`src/cfsa_pkg.sv`:
```
package cfsa_pkg;

  localparam int unsigned SlotW  = 10;
  localparam int unsigned OffW   = 26;
  localparam int unsigned ChunkW = 11;
  localparam int unsigned ElemW  = 16;
  localparam int unsigned CfgW   = 16;
  localparam int unsigned CfgIdxW = 1;

  localparam logic [CfgIdxW-1:0] CfgChunkSize = 1'b0;
  localparam logic [CfgIdxW-1:0] CfgElemSize  = 1'b1;

  localparam logic [ChunkW-1:0] ChunkSizeRst = 11'd64;
  localparam logic [ElemW-1:0]  ElemSizeRst  = 16'd16;

  localparam logic ReqAlloc = 1'b0;
  localparam logic ReqFree  = 1'b1;

  typedef enum logic [1:0] {
    ST_ALLOC = 2'd0,
    ST_FREED = 2'd1,
    ST_OOM   = 2'd2
  } status_e;

  typedef enum logic [2:0] {
    K_PUSH,
    K_DROP,
    K_POP,
    K_FRESH,
    K_OPEN,
    K_OOM
  } kind_e;

  typedef enum logic [1:0] {
    S_IDLE,
    S_POP,
    S_MUL,
    S_OUT
  } state_e;

  typedef struct packed {
    logic accept;
    logic load_pop;
    logic mul;
  } cmd_t;

  typedef struct packed {
    kind_e kind;
  } dp_status_t;

endpackage

```
`src/cfsa_ctrl.sv`:
```
module cfsa_ctrl (
  input  logic                 clk_i,
  input  logic                 rst_ni,
  input  logic                 start_i,
  input  cfsa_pkg::dp_status_t status_i,
  output cfsa_pkg::cmd_t       cmd_o,
  output logic                 busy_o,
  output logic                 done_o
);

  cfsa_pkg::state_e state_q, state_d;

  always_ff @(posedge clk_i or negedge rst_ni) begin
    if (!rst_ni) begin
      state_q <= cfsa_pkg::S_IDLE;
    end else begin
      state_q <= state_d;
    end
  end

  always_comb begin
    state_d = state_q;
    unique case (state_q)
      cfsa_pkg::S_IDLE: begin
        if (start_i) begin
          if (status_i.kind == cfsa_pkg::K_POP) begin
            state_d = cfsa_pkg::S_POP;
          end else begin
            state_d = cfsa_pkg::S_MUL;
          end
        end
      end
      cfsa_pkg::S_POP: state_d = cfsa_pkg::S_MUL;
      cfsa_pkg::S_MUL: state_d = cfsa_pkg::S_OUT;
      cfsa_pkg::S_OUT: state_d = cfsa_pkg::S_IDLE;
      default:         state_d = cfsa_pkg::S_IDLE;
    endcase
  end

  always_comb begin
    cmd_o  = '0;
    busy_o = 1'b1;
    done_o = 1'b0;
    unique case (state_q)
      cfsa_pkg::S_IDLE: begin
        busy_o       = 1'b0;
        cmd_o.accept = start_i;
      end
      cfsa_pkg::S_POP: cmd_o.load_pop = 1'b1;
      cfsa_pkg::S_MUL: cmd_o.mul = 1'b1;
      cfsa_pkg::S_OUT: done_o = 1'b1;
      default: busy_o = 1'b1;
    endcase
  end

  assert property (@(posedge clk_i) disable iff (!rst_ni) done_o |=> !done_o)
    else $error("result strobe longer than one cycle");

  assert property (@(posedge clk_i) disable iff (!rst_ni)
    (start_i && !busy_o) |=> busy_o)
    else $error("accepted transaction did not raise busy");

  assert property (@(posedge clk_i) disable iff (!rst_ni)
    cmd_o.mul |=> done_o)
    else $error("multiply not followed by result strobe");

endmodule

```
`config.mk`:
```
export PLATFORM = sky130hd
export DESIGN_NAME = cfsa_ctrl
export DESIGN_NICKNAME = d
export VERILOG_FILES = /design/src/cfsa_pkg.sv /design/src/cfsa_ctrl.sv
export SDC_FILE = /design/constraint.sdc
export NUM_CORES = 1
export LEC_CHECK = 0
export ABC_AREA = 1
export ABC_CLOCK_PERIOD_IN_PS = 970
export BUFFER_PORTS_ARGS = -buffer_cell sky130_fd_sc_hd__buf_4
export CORE_AREA = 3 3 40 42
export DETAILED_ROUTE_END_ITERATION = 16
export DIE_AREA = 0 0 43 45
export GPL_TIMING_DRIVEN = 0
export HOLD_SLACK_MARGIN = 0.12
export SETUP_SLACK_MARGIN = 0.05
export SLEW_MARGIN = 15
export SYNTH_ARGS = -nofsm -noshare
export SYNTH_HDL_FRONTEND = slang
export SYNTH_SLANG_ARGS = --single-unit
```
`constraint.sdc`:
```
create_clock -name clk_i -period 0.97 [get_ports clk_i]
set_input_delay 0.097 -clock clk_i [delete_from_list [all_inputs] [get_ports clk_i]]
set_output_delay 0.097 -clock clk_i [all_outputs]
set_load 0.01 [all_outputs]
```
==> Word-level counts from Yosys, hierarchy flattened <==
Cells that the tools add are included.
{ "word_totals": {"register_bits": 2, "inputBits": 6, "wordCells": 15} }
{ "op_classes": {"n_eq_ne": 5, "n_mux": 8, "reduce_logical": 1} }
{ "op_table": {"columns": ["cell", "count"], "rows": [
  ["one-hot mux 2 bit (4 select lines)", 1],
  ["2-to-1 mux 1 bit", 5],
  ["== test 2 bit, second input constant", 2],
  ["2-to-1 mux 2 bit", 2],
  ["== test 3 x 2 -> 1 bit, second input constant", 1],
  ["== test 2 x 1 -> 1 bit, second input constant", 1],
  ["logical NOT 2 bit", 1],
  ["!= test 2 bit, second input constant", 1]
]} }

==> Logic depth before layout (Yosys ltp) <==
Gate-level depths: netlist of the first run.
{ "logic_depth": {"ltp_word": 4, "ltp_mapped": 7, "depth_no_buf": 7} }

==> Worst setup path after synthesis of the first run <==
No wires, ideal clock.
{ "synth_timing": {"path_type": "reg2reg", "start": "register state_q[0]", "end": "register state_q[0]", "arrival_time_ns": 0.934, "required_ns": 0.854, "path_slack_ns": -0.081, "path_stages_with_launch": 7, "n_path_buf": 0, "period_less_slack_ns": 1.051, "path_cell_list": "dfrtp_1 > inv_1 > ha_1 > nand2_1 > clkinv_2 > nand3_1 > nand2_1"} }
{ "synth_via": {"elab_chain_len": 2, "word_cells_on_any_way": 6, "classes_between": "4 x eq/ne; 1 x mux; 1 x reduce/logical"} }
{ "synth_rtl": {"columns": ["item", "line_no", "rtl"], "rows": [
  ["start, declared", "cfsa_ctrl.sv:11", "cfsa_pkg::state_e state_q, state_d;"],
  ["start signal, assigned", "cfsa_ctrl.sv:15", "state_q <= cfsa_pkg::S_IDLE;"],
  ["start signal, assigned", "cfsa_ctrl.sv:17", "state_q <= state_d;"],
  ["== test 2 bit (tied with other cells)", "cfsa_ctrl.sv:23", "unique case (state_q)"],
  ["one-hot mux 2 bit (4 select lines) or != test 2 bit (tied branches)", null, null]
]} }
Parallel ways exist; a longest one is shown, timed or not.
A chain may end at the register's enable or synchronous reset.

==> flow_summary_export.csv, run 1 <==
group,metric,value,unit
cells_and_area,diodes,0,
power,comb_power_share,0.726,
cells_and_area,post-route-util,0.3320,
critical_path,endpoint_kind,"output pin",
cells_and_area,regMostFlops,"state_q",
sta,whs,0.1258,ns
critical_path,crit_type,"flip-flop to output pin",
global_routing,grt_pass1_wl,848,um
global_routing,grt_pass1_vias,242,
cts,cts_root_buffer,"clkbuf_4",
logic_synthesis,synth_seq_cells,2,
die,die_y,45,um
power,p_sw,0.4813,mW
route,drt-initial-drc-count,1,
die,ios,11,
logic_synthesis,ys_types,8,
critical_path,worst_setup_path_start_kind,"flip-flop",
place,dp_hpwl,336.7,um
sta,hold_viol_final,0,
cts,clk_latency,0.22,ns
power,clkPwrFrac,0.144,
critical_path,r2r_slack,-0.10,ns
cts,clockBufferDepth,2,
cells_and_area,layout-drive-gt1-share,0.5957,
die,die_area,0.001935,mm2
logic_synthesis,muxShareOfSynthArea,0,
cells_and_area,syn2layout_area_growth,122.9,%
critical_path,path_cells,"inv_2 -> ha_4 -> nand2_4 -> clkinv_4 -> buf_6",
die,fp.dieW,43,um
cts,clock-sinks,2,
sta,setup_tns,-0.9682,ns
route,drtPass1Iterations,3,
logic_synthesis,synth_nets,38,
cells_and_area,top_regs,"state_q x2",
die,start_util,0.1490,
place,io_buffers,10,
cts,cts_made_buffers,3,
sta,fmax,871.0,MHz
place,placed_cell_area,306.5,um2
route,drc,0,
logic_synthesis,synth_top_family_by_area,"simple AND/OR/NAND/NOR gates",
cts,cts_tree,"yes",
die,core,0.001285,mm2
route,ant_nets,0,
die,rows,13,
place,dp_slack,-0.05435,ns
logic_synthesis,synth_cells,28,
sta,finClkSkew,0.001064,ns
power,powerDensity,2877,mW/mm2
critical_path,critPathMaxStageDelay,0.39,ns
power,seqPwrFrac,0.130,
power,ir_worst_vdd,0.8950,mV
run_status,violations,"setup timing",
cts,clk_pin_slew_worst_paths,0.03,ns
sta,setup_viol,7,
logic_synthesis,mappedNetlistArea,191.4,um2
power,switching_share,0.3921,
route,wl_per_cell,7.710,um
run_status,status,"finished with violations",
sta,rsz0062_at_grt,"yes",
cells_and_area,final.fill_count,143,
critical_path,critPathBufInv,3,
cells_and_area,final_cell_mix,"9 x buf_4, 7 x nand2_1, 6 x buf_6",
route,num_vias,231,
global_routing,track_usage,0.06162,
logic_synthesis,synth-simple-area-share,0.2941,
sta,drv_slew,0,
global_routing,overflow,0,
logic_synthesis,synth_xor_area_frac,0,
route,viasPerCell,3.726,
route,wirelength,478,um
logic_synthesis,synth_warnings,0,
critical_path,cpLargestDelayFamily,"flip-flops",
cells_and_area,final_common_cell,"buf_4",
logic_synthesis,synth_compound_area_frac,0,
sta,worst_pin_slew,0.1125,ns
logic_synthesis,yosysSeqAreaShare,0.2614,
cells_and_area,largest_reg_flops,2,
place,dp.cells,53,
power,power,1.227,mW
sta,max_slew_margin,0.9250,
global_routing,grt_max_degree,4,
run,maxCapViolations,0,
sta,fin_crit,1.148,ns
power,power.internal,0.7462,mW
cts,h-tree-depth,1,
cells_and_area,nets,59,
cells_and_area,final_area,426.7,um2
critical_path,critPathArrivalTime,1.05,ns
global_routing,antenna_found_initial,0,
logic_synthesis,syn_avg_cell_area,6.837,um2
min_path,holdCritPathClass,"input pin to flip-flop",
cells_and_area,fin_cells,62,
critical_path,worstPathMaxFanout,3,
place,gp_congestion,0.6765,
power,static-leakage-power,0.2299,nW
sta,post-route-period-util,1.184,
logic_synthesis,synthAdderAreaFrac,0.2614,
sta,setup_ws,-0.1781,ns
critical_path,crit_slowest_cell,"dfrtp_1",
critical_path,required,0.87,ns
-- final timing paths --
path,startpoint,endpoint,cells after the start
setup / recovery,state_q[1],cmd_o[2],5
hold / removal,status_i[0],state_q[0],4
setup reg to reg,state_q[0],state_q[1],7
hold reg to reg,state_q[1],state_q[1],5
max in group asynchronous,rst_ni,state_q[1],2
min in group asynchronous,rst_ni,state_q[0],2
-- Yosys cell counts --
cell type	n	area share
nand3b_1	1	0.039
clkinv_2	1	0.026
nand3_1	3	0.078
nor2_1	1	0.020
dfrtp_1	2	0.26
nand2_1	8	0.16
inv_1	8	0.16
ha_1	4	0.26
-- kinds of logic (layout without fill, tap and decap cells) --
kind of cell,Yosys count,in the layout
flops,2,2
fa+ha+maj,4,4
buf+inv,9,28
simple gates,13,13
-- worst min-delay path, delay by kind of cell --
family	cells	cell delay [ns]
and+or+nand+nor	3	0.12
buffers and inverters	1	0.08
-- repair_timing --
| item | in CTS | in global routing |
|---|---|---|
| hold endpoints to repair | 2 | 0 |
| setup buffers | 5 | 0 |
| pin swaps | 4 | 2 |
| endpoints found under the setup margin | 7 | 7 |
| gates resized for setup | 12 | 0 |
| hold buffers | 1 | 0 |
| cloned | 0 | 0 |
-- per-layer routing --
layer | global-route usage | vias up | share of wire
li1 | - | 120 | -
met1 | 0.05542 | 104 | 0.40
met2 | 0.1078 | 7 | 0.54
met3 | 0.02390 | 0 | 0.061
met4 | 0.05422 | 0 | 0
met5 | 0 | - | 0
-- area by class of cell --
class | count | area [um2] | area share
multi-input combinational | 17 | 148.9 | 0.3490
timing repair buffer | 16 | 145.1 | 0.3402
sequential | 2 | 50.05 | 0.1173
inverter | 9 | 41.29 | 0.09677
clock buffer | 3 | 22.52 | 0.05279
tap | 15 | 18.77 | 0.04399
-- power by group through the flow --
stage                     combinational [mW]  sequential (mW)  clock (mW)
after global placement                 0.593            0.177           0
after detailed placement               0.608            0.177           0
after floorplan                        0.408            0.166           0
final                                  0.891            0.159       0.177
after global routing                   0.990            0.168       0.191
after CTS                              0.897            0.162       0.186
No activity file was read; power rests on OpenSTA's default activity.
==> run 2: changes to the inputs <==
Settings changed: PLACE_DENSITY from default to 0.42.
==> run 2 against run 1 <==
The run still ends with setup timing left; worst hold slack improved by 0.0022 ns; largest power group unchanged; sequential share of layout area fell by 0.10 points; critical endpoint unchanged; critical path type unchanged; wire length grew 2.7%; largest cell class unchanged; combinational power rose by 2.5%; via count shrank 4.3%.
==> flow_summary_export.csv, run 2 (synthesis gave the netlist of run 1 again) <==
group,metric,value,unit
cells_and_area,diodes,0,
die,die_y,45,um
power,static-leakage-power,0.2310,nW
min_path,holdCritPathClass,"input pin to flip-flop",
sta,fin_crit,1.150,ns
die,start_util,0.1490,
critical_path,r2r_cells,7,
power,comb_power_share,0.729,
cells_and_area,final_common_cell,"buf_4",
critical_path,crit_slowest_cell,"dfrtp_1",
power,switching_share,0.3916,
route,drt-initial-drc-count,1,
global_routing,grt_pass1_vias,227,
route,ant_nets,0,
cts,cts_made_buffers,3,
critical_path,r2r_slack,-0.10,ns
critical_path,required,0.87,ns
cts,clock-sinks,2,
place,io_buffers,10,
sta,rsz0062_at_grt,"yes",
min_path,min_to,"state_q[0]",
critical_path,endpoint_kind,"output pin",
critical_path,cpLargestDelayFamily,"flip-flops",
sta,max_slew_margin,0.9292,
place,dp_hpwl,347.9,um
sta,finClkSkew,0.002287,ns
sta,drv_slew,0,
die,die_area,0.001935,mm2
cells_and_area,post-route-util,0.3350,
power,powerDensity,2909,mW/mm2
global_routing,antenna_found_initial,0,
sta,hold_viol_final,0,
critical_path,crit_type,"flip-flop to output pin",
cts,h-tree-depth,1,
die,core,0.001285,mm2
route,drtPass1Iterations,2,
place,gp_congestion,0.6194,
power,seqPwrFrac,0.127,
cts,cts_root_buffer,"clkbuf_4",
run_status,violations,"setup timing",
cells_and_area,nets,59,
power,power.internal,0.7618,mW
die,rows,13,
critical_path,r2r-start,"state_q[0]",
critical_path,path_cells,"inv_2 -> ha_4 -> nand2_4 -> clkinv_4 -> buf_6",
min_path,min_path_cells,4,
route,drc,0,
power,p_sw,0.4904,mW
critical_path,critPathMaxStageDelay,0.36,ns
critical_path,critPathBufInv,3,
critical_path,critPathArrivalTime,1.05,ns
global_routing,overflow,0,
sta,post-route-period-util,1.185,
critical_path,r2r_end,"state_q[0]",
sta,fmax,869.9,MHz
run_status,status,"finished with violations",
route,wirelength,491,um
cells_and_area,largest_reg_flops,2,
cts,clk_pin_slew_worst_paths,0.03,ns
critical_path,worst_setup_path_start_kind,"flip-flop",
cells_and_area,final_cell_mix,"8 x buf_4, 7 x nand2_1, 7 x buf_6",
critical_path,worstPathMaxFanout,3,
sta,worst_pin_slew,0.1059,ns
min_path,holdCritStartpoint,"status_i[0]",
die,fp.dieW,43,um
cells_and_area,regMostFlops,"state_q",
route,wl_per_cell,7.919,um
cells_and_area,top_regs,"state_q x2",
cts,clk_latency,0.22,ns
route,num_vias,221,
cts,clockBufferDepth,2,
cts,cts_tree,"yes",
sta,setup_viol,7,
global_routing,track_usage,0.06495,
power,clkPwrFrac,0.144,
cells_and_area,layout-drive-gt1-share,0.5957,
cells_and_area,syn2layout_area_growth,124.8,%
sta,setup_ws,-0.1796,ns
run,maxCapViolations,0,
global_routing,grt_pass1_wl,903,um
global_routing,grt_max_degree,4,
sta,whs,0.1280,ns
die,ios,11,
power,ir_worst_vdd,0.7507,mV
route,viasPerCell,3.565,
==> run 2: cell counts in the layout (fill, tap and decap cells not counted) <==
No cell type changed its count.
==> run 2: stage by stage <==
| step | worst slack (ns) | instance area (um2) | cells | setup TNS (ns) | total power [mW] |
|---|---|---|---|---|---|
| floorplan | -0.01192 | 212.7 | 28 | -0.01192 | 0.5736 |
| global placement | -0.06570 | 306.5 | 53 | -0.1737 | 0.7810 |
| detailed placement | -0.08665 | 306.5 | 53 | -0.2073 | 0.7803 |
| CTS | -0.2082 | 430.4 | 62 | -1.091 | 1.271 |
| global route | -0.2446 | 430.4 | 62 | -1.363 | 1.386 |
| finish | -0.1796 | 430.4 | 62 | -0.9663 | 1.252 |
==> run 2: worst max-delay path by stage <==
stage,depth (start not counted),start,to
5_1_grt,5,state_q[0],cmd_o[2]
6_report,5,state_q[0],cmd_o[2]
3_3_place_gp,7,state_q[1],state_q[0]
3_5_place_dp,6,state_q[0],state_q[0]
4_1_cts,5,state_q[0],cmd_o[2]
2_1_floorplan,6,state_q[0],state_q[0]
==> run 2: worst min-delay path, delay by kind of cell <==
family,cells,cell delay [ns]
simple gates,3,0.12
buf+inv,1,0.08
==> run 2: layout make-up <==
class | instances | area (um2)
Sequential cell | 2 | 50.05
Inverter | 9 | 41.29
Timing Repair Buffer | 16 | 148.9
Multi-Input combinational cell | 17 | 148.9
Fill cell | 154 | 854.6
Clock buffer | 3 | 22.52
Tap cell | 15 | 18.77
==> run 2: power by group through the flow <==
stage                     clock network (mW)  registers [mW]  logic [mW]
after floorplan                            0           0.166       0.408
after global placement                     0           0.181       0.600
after detailed placement                   0           0.183       0.598
after CTS                              0.186           0.162       0.923
after global routing                   0.200           0.165        1.02
final                                  0.180           0.159       0.913
==> run 2: what timing repair did <==
| item | CTS | global route |
|---|---|---|
| setup endpoints to repair | 7 | 7 |
| setup buffers | 5 | 0 |
| resized for setup | 13 | 0 |
| hold buffers | 1 | 0 |
| hold endpoints to repair | 2 | 0 |
| pin swaps | 4 | 5 |
==> run 2: per-layer routing <==
| layer | track usage | wire [um] | up-vias | part of all wire |
|---|---|---|---|---|
| met5 | 0 | 0 | - | 0 |
| met4 | 0.03614 | 0 | 0 | 0 |
| met3 | 0.02390 | 37 | 0 | 0.075 |
| met2 | 0.1018 | 251 | 8 | 0.51 |
| met1 | 0.07711 | 202 | 94 | 0.41 |
| li1 | - | - | 119 | - |
==> run 3: changes to the inputs <==
Settings changed: SETUP_SLACK_MARGIN 0.05 to 0.5.
==> run 3 against run 2 <==
The run still ends with setup timing left; critical path depth unchanged; wire length increased by 11%; die area unchanged; final cell count increased by 1.6%; cell area increased by 7.3%; sequential share of layout area decreased by 0.79 points; highest routed layer unchanged; count of clock-buffer cells in the layout unchanged; sequential power about the same.
==> flow_summary_export.csv, run 3 (synthesis gave the netlist of run 1 again) <==
group,metric,value,unit
cells_and_area,fin_cells,63,
critical_path,critPathBufInv,3,
sta,setup_ws,-0.2052,ns
die,rows,13,
cells_and_area,syn2layout_area_growth,141.2,%
power,static-leakage-power,0.2408,nW
global_routing,antenna_found_initial,0,
route,drc,0,
critical_path,crit_type,"flip-flop to output pin",
sta,setup_viol,7,
run_status,status,"finished with violations",
critical_path,r2r_slack,-0.12,ns
sta,rsz0062_at_grt,"yes",
sta,worst_pin_slew,0.1258,ns
die,die_y,45,um
cells_and_area,top_regs,"state_q x2",
cells_and_area,final_cell_mix,"10 x buf_6, 6 x buf_4, 5 x inv_1",
route,ant_nets,0,
critical_path,crit_path_end,"cmd_o[2]",
critical_path,worstPathMaxFanout,3,
cts,cts_made_buffers,3,
run,maxCapViolations,0,
cts,clk_pin_slew_worst_paths,0.03,ns
cts,clockBufferDepth,2,
route,drt-initial-drc-count,0,
critical_path,r2r-start,"state_q[0]",
die,core,0.001285,mm2
global_routing,overflow,0,
global_routing,grt_pass1_vias,243,
sta,whs,0.1269,ns
route,viasPerCell,3.619,
die,fp.dieW,43,um
critical_path,crit_slowest_cell,"dfrtp_1",
critical_path,path_cells,"inv_2 -> ha_4 -> nand2_4 -> clkinv_4 -> buf_6",
cts,cts_root_buffer,"clkbuf_4",
sta,post-route-period-util,1.212,
route,num_vias,228,
critical_path,critPathMaxStageDelay,0.38,ns
critical_path,endpoint_kind,"output pin",
critical_path,worst_setup_path_start_kind,"flip-flop",
die,start_util,0.1490,
critical_path,critPathArrivalTime,1.08,ns
cells_and_area,layout-drive-gt1-share,0.6875,
sta,drv_slew,0,
cells_and_area,nets,60,
critical_path,r2r_end,"state_q[0]",
die,ios,11,
power,ir_worst_vdd,0.7523,mV
critical_path,cpLargestDelayFamily,"flip-flops",
route,wirelength,543,um
sta,max_slew_margin,0.9158,
power,powerDensity,3071,mW/mm2
place,dp_hpwl,329,um
run_status,violations,"setup timing",
cells_and_area,largest_reg_flops,2,
sta,fin_crit,1.175,ns
route,drtPass1Iterations,1,
place,dp_slack,-0.06093,ns
global_routing,grt_pass1_wl,807,um
cells_and_area,regMostFlops,"state_q",
cells_and_area,final_common_cell,"buf_6",
cts,clk_latency,0.23,ns
cts,cts_tree,"yes",
critical_path,required,0.87,ns
global_routing,grt_max_degree,4,
sta,setup_tns,-1.113,ns
global_routing,track_usage,0.06156,
place,gp_congestion,0.5989,
cells_and_area,diodes,0,
place,io_buffers,10,
critical_path,worstSetupPathDepth,5,
route,wl_per_cell,8.619,um
cells_and_area,post-route-util,0.3593,
place,dp.cells,53,
min_path,holdCritPathClass,"input pin to flip-flop",
sta,fmax,850.9,MHz
die,die_area,0.001935,mm2
cts,h-tree-depth,1,
critical_path,r2r_cells,7,
sta,hold_viol_final,0,
cts,clock-sinks,2,
sta,finClkSkew,0.005699,ns
critical_path,startpoint,"state_q[0]",
-- run 3: cell count changes in the layout (fill, tap and decap cells not counted), sizes merged --
cell and change:
buf +1
-- run 3: area by class of cell --
type,count,area (um2)
Timing Repair Buffer,17,167.7
Sequential cell,2,50.05
Clock buffer,3,22.52
Tap cell,15,18.77
Inverter,9,41.29
Fill cell,133,823.3
Multi-Input combinational cell,17,161.4
-- run 3: report_power, final --
group | leakage (nW) | switching (mW) | internal (mW)
combinational | 0.202 | 0.456 | 0.609
clock | 0.0138 | 0.0540 | 0.137
sequential | 0.0246 | 0.0356 | 0.126
total | 0.241 | 0.546 | 0.872
-- run 3: how the worst min path moves through the flow --
stage                start         end  slack, ns  depth (start not counted)
2_1_floorplan       rst_ni  state_q[0]      -0.20                          0
3_3_place_gp        rst_ni  state_q[0]      -0.12                          1
3_5_place_dp        rst_ni  state_q[1]      -0.12                          1
4_1_cts        status_i[0]  state_q[0]       0.12                          4
5_1_grt        status_i[0]  state_q[0]       0.16                          4
6_report       status_i[0]  state_q[0]       0.13                          4
-- run 3: what timing repair did --
item                                   4_1_cts  5_1_grt
gates resized for setup                     10        8
setup endpoints to repair                    7        7
pin swaps                                    3        1
hold buffers                                 1        0
setup buffers                                5        1
endpoints found under the hold margin        3        0
-- run 3: worst reg2reg max path, delay by kind of cell (launching register included) --
| kind | cells | cell delay [ns] |
|---|---|---|
| adders and majority gates | 1 | 0.18 |
| DFF | 1 | 0.38 |
| buffers and inverters | 3 | 0.25 |
| and+or+nand+nor | 3 | 0.18 |
-- run 3: metal layers --
metal / up-vias / wire (um) / track usage
met5: - / 0 / 0
met2: 8 / 306 / 0.1018
met3: 0 / 45 / 0.02390
li1: 121 / - / -
met4: 0 / 0 / 0.07229
met1: 99 / 191 / 0.05288
-- run 3: stage by stage --
| stage | area, um2 | power [mW] |
|---|---|---|
| 6_report | 461.7 | 1.418 |
| 3_3_place_gp | 314.1 | 0.7998 |
| 3_5_place_dp | 314.1 | 0.7937 |
| 4_1_cts | 420.4 | 1.334 |
| 5_1_grt | 461.7 | 1.537 |
| 2_1_floorplan | 220.2 | 0.5949 |
